### config.mk
export PLATFORM = sky130hd
export DESIGN_NAME = bmh_pick
export DESIGN_NICKNAME = d
export VERILOG_FILES = /design/src/rtl/core/bmh_pkg.sv /design/src/rtl/core/bmh_pick.sv
export SDC_FILE = /design/constraint.sdc
export NUM_CORES = 1
export LEC_CHECK = 0
export ABC_CLOCK_PERIOD_IN_PS = 8100
export BUFFER_PORTS_ARGS = -buffer_cell sky130_fd_sc_hd__buf_2
export CAP_MARGIN = 20
export CORE_UTILIZATION = 35
export DETAILED_ROUTE_END_ITERATION = 10
export PLACE_DENSITY = 0.71
export SETUP_SLACK_MARGIN = 0.15
export SYNTH_ARGS = -nofsm -noshare
export SYNTH_HDL_FRONTEND = slang
export SYNTH_SLANG_ARGS = --single-unit
### constraint.sdc
create_clock -name vclk -period 8.1
set_input_delay 0.405 -clock vclk [all_inputs]
set_output_delay 0.405 -clock vclk [all_outputs]
set_load 0.02 [all_outputs]
### src/rtl/core/bmh_pkg.sv
// Shared types and codes for the binary min-heap.
package bmh_pkg;

  localparam int unsigned KEY_W = 32;

  typedef logic signed [KEY_W-1:0] key_t;

  typedef logic [1:0] status_t;
  localparam status_t ST_OK    = 2'd0;
  localparam status_t ST_FULL  = 2'd1;
  localparam status_t ST_EMPTY = 2'd2;

  localparam logic MODE_INSERT  = 1'b0;
  localparam logic MODE_EXTRACT = 1'b1;

  // Result of one sift-down decision.
  typedef struct packed {
    logic take_right;
    logic stop;
    key_t child;
  } pick_t;

  typedef enum logic [7:0] {
    S_IDLE   = 8'b0000_0001,
    S_INS    = 8'b0000_0010,
    S_INS_C  = 8'b0000_0100,
    S_EXT_RD = 8'b0000_1000,
    S_EXT_K  = 8'b0001_0000,
    S_SD_L   = 8'b0010_0000,
    S_SD_R   = 8'b0100_0000,
    S_SD_C   = 8'b1000_0000
  } state_t;

endpackage

### src/rtl/core/bmh_pick.sv
// Sift-down decision: pick the smaller child and decide whether the key stops.
module bmh_pick (
  input  bmh_pkg::key_t  key,
  input  bmh_pkg::key_t  left,
  input  bmh_pkg::key_t  right,
  input  logic           has_right,
  output bmh_pkg::pick_t pick
);

  logic          take_right;
  bmh_pkg::key_t child;

  // The left child wins ties; a key equal to the child keeps moving down.
  assign take_right      = has_right && (right < left);
  assign child           = take_right ? right : left;
  assign pick.take_right = take_right;
  assign pick.child      = child;
  assign pick.stop       = key < child;

endmodule

==> qor.csv, run 1 <==
stage,metric,value,unit
run_status,status,"finished, final reports clean",
die,start_util,0.363,
cells_and_area,clkbuf_count,0,
die,rows,29,
routing,ant_nets,0,
pwr,p_leak,1.66,nW
synth,syn-num-nets,438,
routing,post-route-drc-count,0,
routing,wl_per_cell,12.2,um
critical_path,worst_ep_required_time,7.70,ns
pwr,ir_drop,0.0000329,V
min_path,hold_depth,3,
place,io_buffers,131,
timing,setup_viol,0,
synth,yosys.area.top_type,ha_1,
die,die_w,83.1,um
die,coreArea,6350,um^2
grt,first_global_vias,2307,
pwr,power.density,74.6,nW/um^2
cells_and_area,num_antenna_cells,0,
grt,grt_pass1_wl,9900,um
critical_path,critPathLaunchType,primary input,
run,max_cap_viol_count,0,
cells_and_area,fin_nets,565,
synth,synthCells,279,
grt,grt-ovfl-total,0,
grt,grt_usage,0.166,
timing,grt_setup_unrepaired,no,
die,ioPinCount,131,
place,hpwl,5290,um
cells_and_area,drive_gt1_frac,0.391,
timing,finalHoldViolCount,0,
synth,avgSynthCellArea,8.25,um^2
clocking,post_cts_buffers,0,
synth,synth_common_cells,"ha_1, inv_1, mux2i_1",
timing,worstMarginPinSlew,0.922,ns
cells_and_area,seq_area,0,um^2
critical_path,worstSetupEndpointType,output port,
grt,antenna_found_initial,0,
critical_path,arrival,5.31,ns
critical_path,critPathMaxFanout,40,
timing,finalCritPeriodShare,0.705,
timing,worst_hold_slack,1.17,ns
cells_and_area,seq_cell_count,0,
routing,drt-pass1-iter-count,4,
grt,grt_max_degree,41,
min_path,hold_class,primary input to output port,
die,die_area,6910,um^2
routing,vias_per_cell,5.12,
synth,ys_seq_area_frac,0,
synth,synth_most_common_cell,ha_1,
timing,drv_slew,0,
routing,routed_wl,5870,um
synth,syn_area,2300,um^2
critical_path,path_class,primary input to output port,
synth,yosys-top-cells-area,"ha_1, mux2i_1, mux2_2",
die,die_h,83.1,um
routing,drtIter0Drc,40,
synth,yosysUniqueCellTypes,42,
routing,dr_total_vias,2464,
timing,relSlewSlack,0.384,
synth,netlist.area_leader.share,0.337,
timing,finalSetupTns,0,ns
clocking,cts_resized,0,
cells_and_area,area_growth,30.1,%
synth,yosys_warnings,0,
timing,fmax,175,MHz
timing,period_needed,5.71,ns
place,routabilityCongestion,0.847,
clocking,ctsHoldBuffers,0,
[stage by stage]
step	utilization	instance area (um^2)	setup WS [ns]	total power, W	cells
3_3_place_gp	0.472	2990	2.40	0.000220	481
6_report	0.472	2990	2.39	0.000223	481
4_1_cts	0.472	2990	2.31	0.000226	481
5_1_grt	0.472	2990	1.90	0.000250	481
3_5_place_dp	0.472	2990	2.32	0.000225	481
2_1_floorplan	-	2300	3.62	0.000156	279
[layout make-up]
class	count	area [um^2]
Tap cell	77	96.3
Multi-Input combinational cell	234	2090
Inverter	38	143
Timing Repair Buffer	132	663
Fill cell	637	3360
[path summary, 6_finish.rpt]
check,from,to,slack [ns]
worst max-delay path,left[31],pick[32],2.39
worst min-delay path,left[6],pick[6],1.17
[metal layers]
metal,vias to the layer above,part of all wire,track usage
met5,-,0,0
met2,97,0.47,0.312
li1,1297,-,-
met4,0,0.011,0.0188
met1,1064,0.44,0.207
met3,6,0.072,0.0189
[logic make-up after synthesis]
logic type,count (synthesis),synth area share
multiplexers,62,0.286
adder cells (fa/ha/maj),62,0.337
AO/OA/AOI/OAI,55,0.151
AND/OR/NAND/NOR,55,0.135
buffers and inverters,45,0.0913
[worst max-delay path, cell delays in order]
cell       delay [ns]
buf_2            0.11
inv_1            0.04
ha_1             0.40
nand4_2          0.18
nor3_1           0.07
a221oi_1         0.41
nand2_1          0.15
o21ai_0          0.32
nand3_4          0.15
inv_2            0.70
buf_4            0.43
mux2i_1          0.23
ha_1             0.27
a21oi_1          0.16
o21a_1           0.13
o211ai_1         0.08
a21o_1           0.18
a211oi_1         0.35
o2111ai_1        0.18
o211ai_1         0.14
buf_2            0.20
[power by group]
group          internal (W)  switching (W)
combinational      0.000102       0.000121
clock                     0              0
sequential                0              0
total              0.000102       0.000121
[layout by cell type, fill, tap and decap left out, drive strengths merged, types with 2 or more instances in the layout]
cell type,n
nor2,5
ha,62
o21ai,8
nand2,18
nor4,2
a21o,4
o211ai,3
mux2,31
buf,132
nand3,8
inv,38
a221oi,3
or3,2
o21a,4
mux2i,31
nand4,10
a21oi,23
nor3,3
No activity file was read; power rests on OpenSTA's default activity.
==> inputs of run 2 (changes only) <==
--- a/config.mk
+++ b/config.mk
@@ -5,12 +5,12 @@
 export SDC_FILE = /design/constraint.sdc
 export NUM_CORES = 1
 export LEC_CHECK = 0
-export ABC_CLOCK_PERIOD_IN_PS = 8100
+export ABC_CLOCK_PERIOD_IN_PS = 4650
 export BUFFER_PORTS_ARGS = -buffer_cell sky130_fd_sc_hd__buf_2
 export CAP_MARGIN = 20
 export CORE_UTILIZATION = 35
 export DETAILED_ROUTE_END_ITERATION = 10
-export PLACE_DENSITY = 0.71
+export PLACE_DENSITY = 0.74
 export SETUP_SLACK_MARGIN = 0.15
 export SYNTH_ARGS = -nofsm -noshare
 export SYNTH_HDL_FRONTEND = slang
==> constraint.sdc (replaced) <==
create_clock -name vclk -period 4.65
set_input_delay 0.2325 -clock vclk [all_inputs]
set_output_delay 0.2325 -clock vclk [all_outputs]
set_load 0.02 [all_outputs]
==> run 2 against run 1 <==
Count of clock-buffer cells in the layout unchanged. Routed wire length increased by 17%. Power increased by 110%. Sequential share of layout area unchanged. Final area increased by 14%. Worst setup slack got worse by 2.0 ns. Worst hold slack got worse by 0.35 ns. Non-clock buffer count increased by 20. Flip-flop and latch count unchanged. Combinational power increased by 110%. Final cell count increased by 4.2%. First-iteration DRC count increased by 48%. Largest power group unchanged. Highest routed layer unchanged.
==> qor.csv, run 2 (synthesis gave the netlist of run 1 again) <==
stage,metric,value,unit
run_status,status,"finished, final reports clean",
timing,drv_slew,0,
critical_path,slowest_delay,0.39,ns
run,max_cap_viol_count,0,
cells_and_area,final_core_util,0.539,
critical_path,worstSetupEndpointType,output port,
die,ioPinCount,131,
die,die_area,6910,um^2
cells_and_area,fin_nets,585,
timing,relSlewSlack,0.723,
critical_path,slowest_stage,or3_4,
timing,finalHoldViolCount,0,
grt,first_global_vias,2527,
cells_and_area,final_common_cell,buf_2,
critical_path,cp.depth,22,
min_path,hold_class,primary input to output port,
die,die_h,83.1,um
timing,period_needed,4.31,ns
place,placedCellCount,489,
die,coreArea,6350,um^2
cells_and_area,area_growth,48.7,%
die,start_util,0.363,
pwr,p_leak,1.81,nW
timing,grt_setup_unrepaired,no,
routing,dr_total_vias,2583,
critical_path,critPathLaunch,left[17],
grt,grt_usage,0.183,
pwr,power.density,138,nW/um^2
critical_path,worstPathCellList,"buf_2, inv_1, ha_1, a21oi_1, o21ai_0, a221oi_2, nand2_1, or3_4, nand3_4, clkinv_8, buf_12, buf_4, mux2i_1, ha_1, a21oi_2, o21a_1, o211ai_1, a21o_1, a211oi_2, nand2_1, o211ai_1, buf_4",
die,die_w,83.1,um
routing,drt-pass1-iter-count,6,
routing,ant_nets,0,
routing,post-route-drc-count,0,
timing,fmax,232,MHz
cells_and_area,fin_cells,501,
critical_path,path_class,primary input to output port,
critical_path,critPathCapture,pick[32],
cells_and_area,final_cell_mix,"buf_2, ha_1, inv_1, mux2i_1, a21oi_1",
critical_path,critPathLaunchType,primary input,
die,rows,29,
routing,routed_wl,6870,um
critical_path,cp_num_buf_inv,6,
cells_and_area,num_antenna_cells,0,
routing,wl_per_cell,13.7,um
routing,vias_per_cell,5.16,
routing,drtIter0Drc,59,
place,io_buffers,131,
timing,setup_viol,0,
cells_and_area,drive_gt1_frac,0.481,
critical_path,path_delay_family,compound AO/OA/AOI/OAI gates,
grt,grt-ovfl-total,0,
critical_path,worst_ep_required_time,4.42,ns
cells_and_area,nFillCells,607,
place,hpwl,5690,um
clocking,ctsHoldBuffers,0,
place,routabilityCongestion,0.858,
timing,worstMarginPinSlew,0.410,ns
critical_path,arrival,4.08,ns
grt,antenna_found_initial,0,
cells_and_area,clkbuf_count,0,
grt,grt_max_degree,25,
cells_and_area,seq_cell_count,0,
critical_path,critPathMaxFanout,6,
cells_and_area,seq_area,0,um^2
grt,grt_pass1_wl,10900,um
timing,finalCritPeriodShare,0.927,
pwr,ir_drop,0.0000674,V
==> run 2: changes by cell type in the layout (fill, tap and decap cells not counted), moves of 4 or more <==
cell | previous run | this run
o21ai_0 | 8 | 4
buf_4 | 1 | 16
ha_4 | 0 | 5
mux2i_1 | 31 | 27
ha_1 | 62 | 57
==> run 2: tightest hold or removal path, delay by kind of cell <==
family | cells | cell delay [ns]
buffers and inverters | 2 | 0.25
muxes | 1 | 0.11
==> run 2: where the power goes <==
part           switching (W)  leakage (nW)  internal (W)  total [W]
Combinational       0.000243          1.81      0.000229   0.000472
Sequential                 0             0             0          0
Clock                      0             0             0          0
==> run 2: per-stage QoR <==
step | TNS [ns] | setup slack, ns | hold slack [ns] | power (W) | instance area [um^2]
floorplan | 0 | 0.519 | 0.654 | 0.000272 | 2300
global placement | 0 | 0.0753 | 0.819 | 0.000401 | 3080
detailed placement | -0.125 | -0.125 | 0.820 | 0.000411 | 3080
CTS | 0 | 0.193 | 0.825 | 0.000419 | 3110
global route | 0 | 0.114 | 0.842 | 0.000521 | 3420
finish | 0 | 0.342 | 0.821 | 0.000472 | 3420
==> run 2: timing repair <==
action                                 4_1_cts  5_1_grt
endpoints found under the hold margin        0        0
pin swaps                                    0       21
setup endpoints to repair                    1        1
buffers inserted                             0       10
gates resized for setup                      7       33
gates cloned                                 0        2
==> run 2: layer usage <==
metal  track usage  wire length (um)  vias up
met2         0.358              3450       97
met1         0.225              3010     1143
met3        0.0179               381        2
met5             0                 0        -
li1              -                 -     1341
met4       0.00627                25        0
==> run 2: how the worst min path moves through the flow <==
stage                    end     start  cells past startpoint  slack (ns)
global route        pick[20]  left[20]                      3        0.84
finish               pick[6]   left[6]                      3        0.82
global placement     pick[1]   left[1]                      3        0.82
CTS                  pick[7]   left[7]                      3        0.82
floorplan           pick[10]  left[10]                      1        0.65
detailed placement  pick[20]  left[20]                      3        0.82
==> run 2: layout make-up <==
class | instances | area [um^2] | share of cell area
Multi-Input combinational cell | 234 | 2280 | 0.666
Inverter | 38 | 155 | 0.0453
Timing Repair Buffer | 152 | 892 | 0.261
Tap cell | 77 | 96.3 | 0.0281
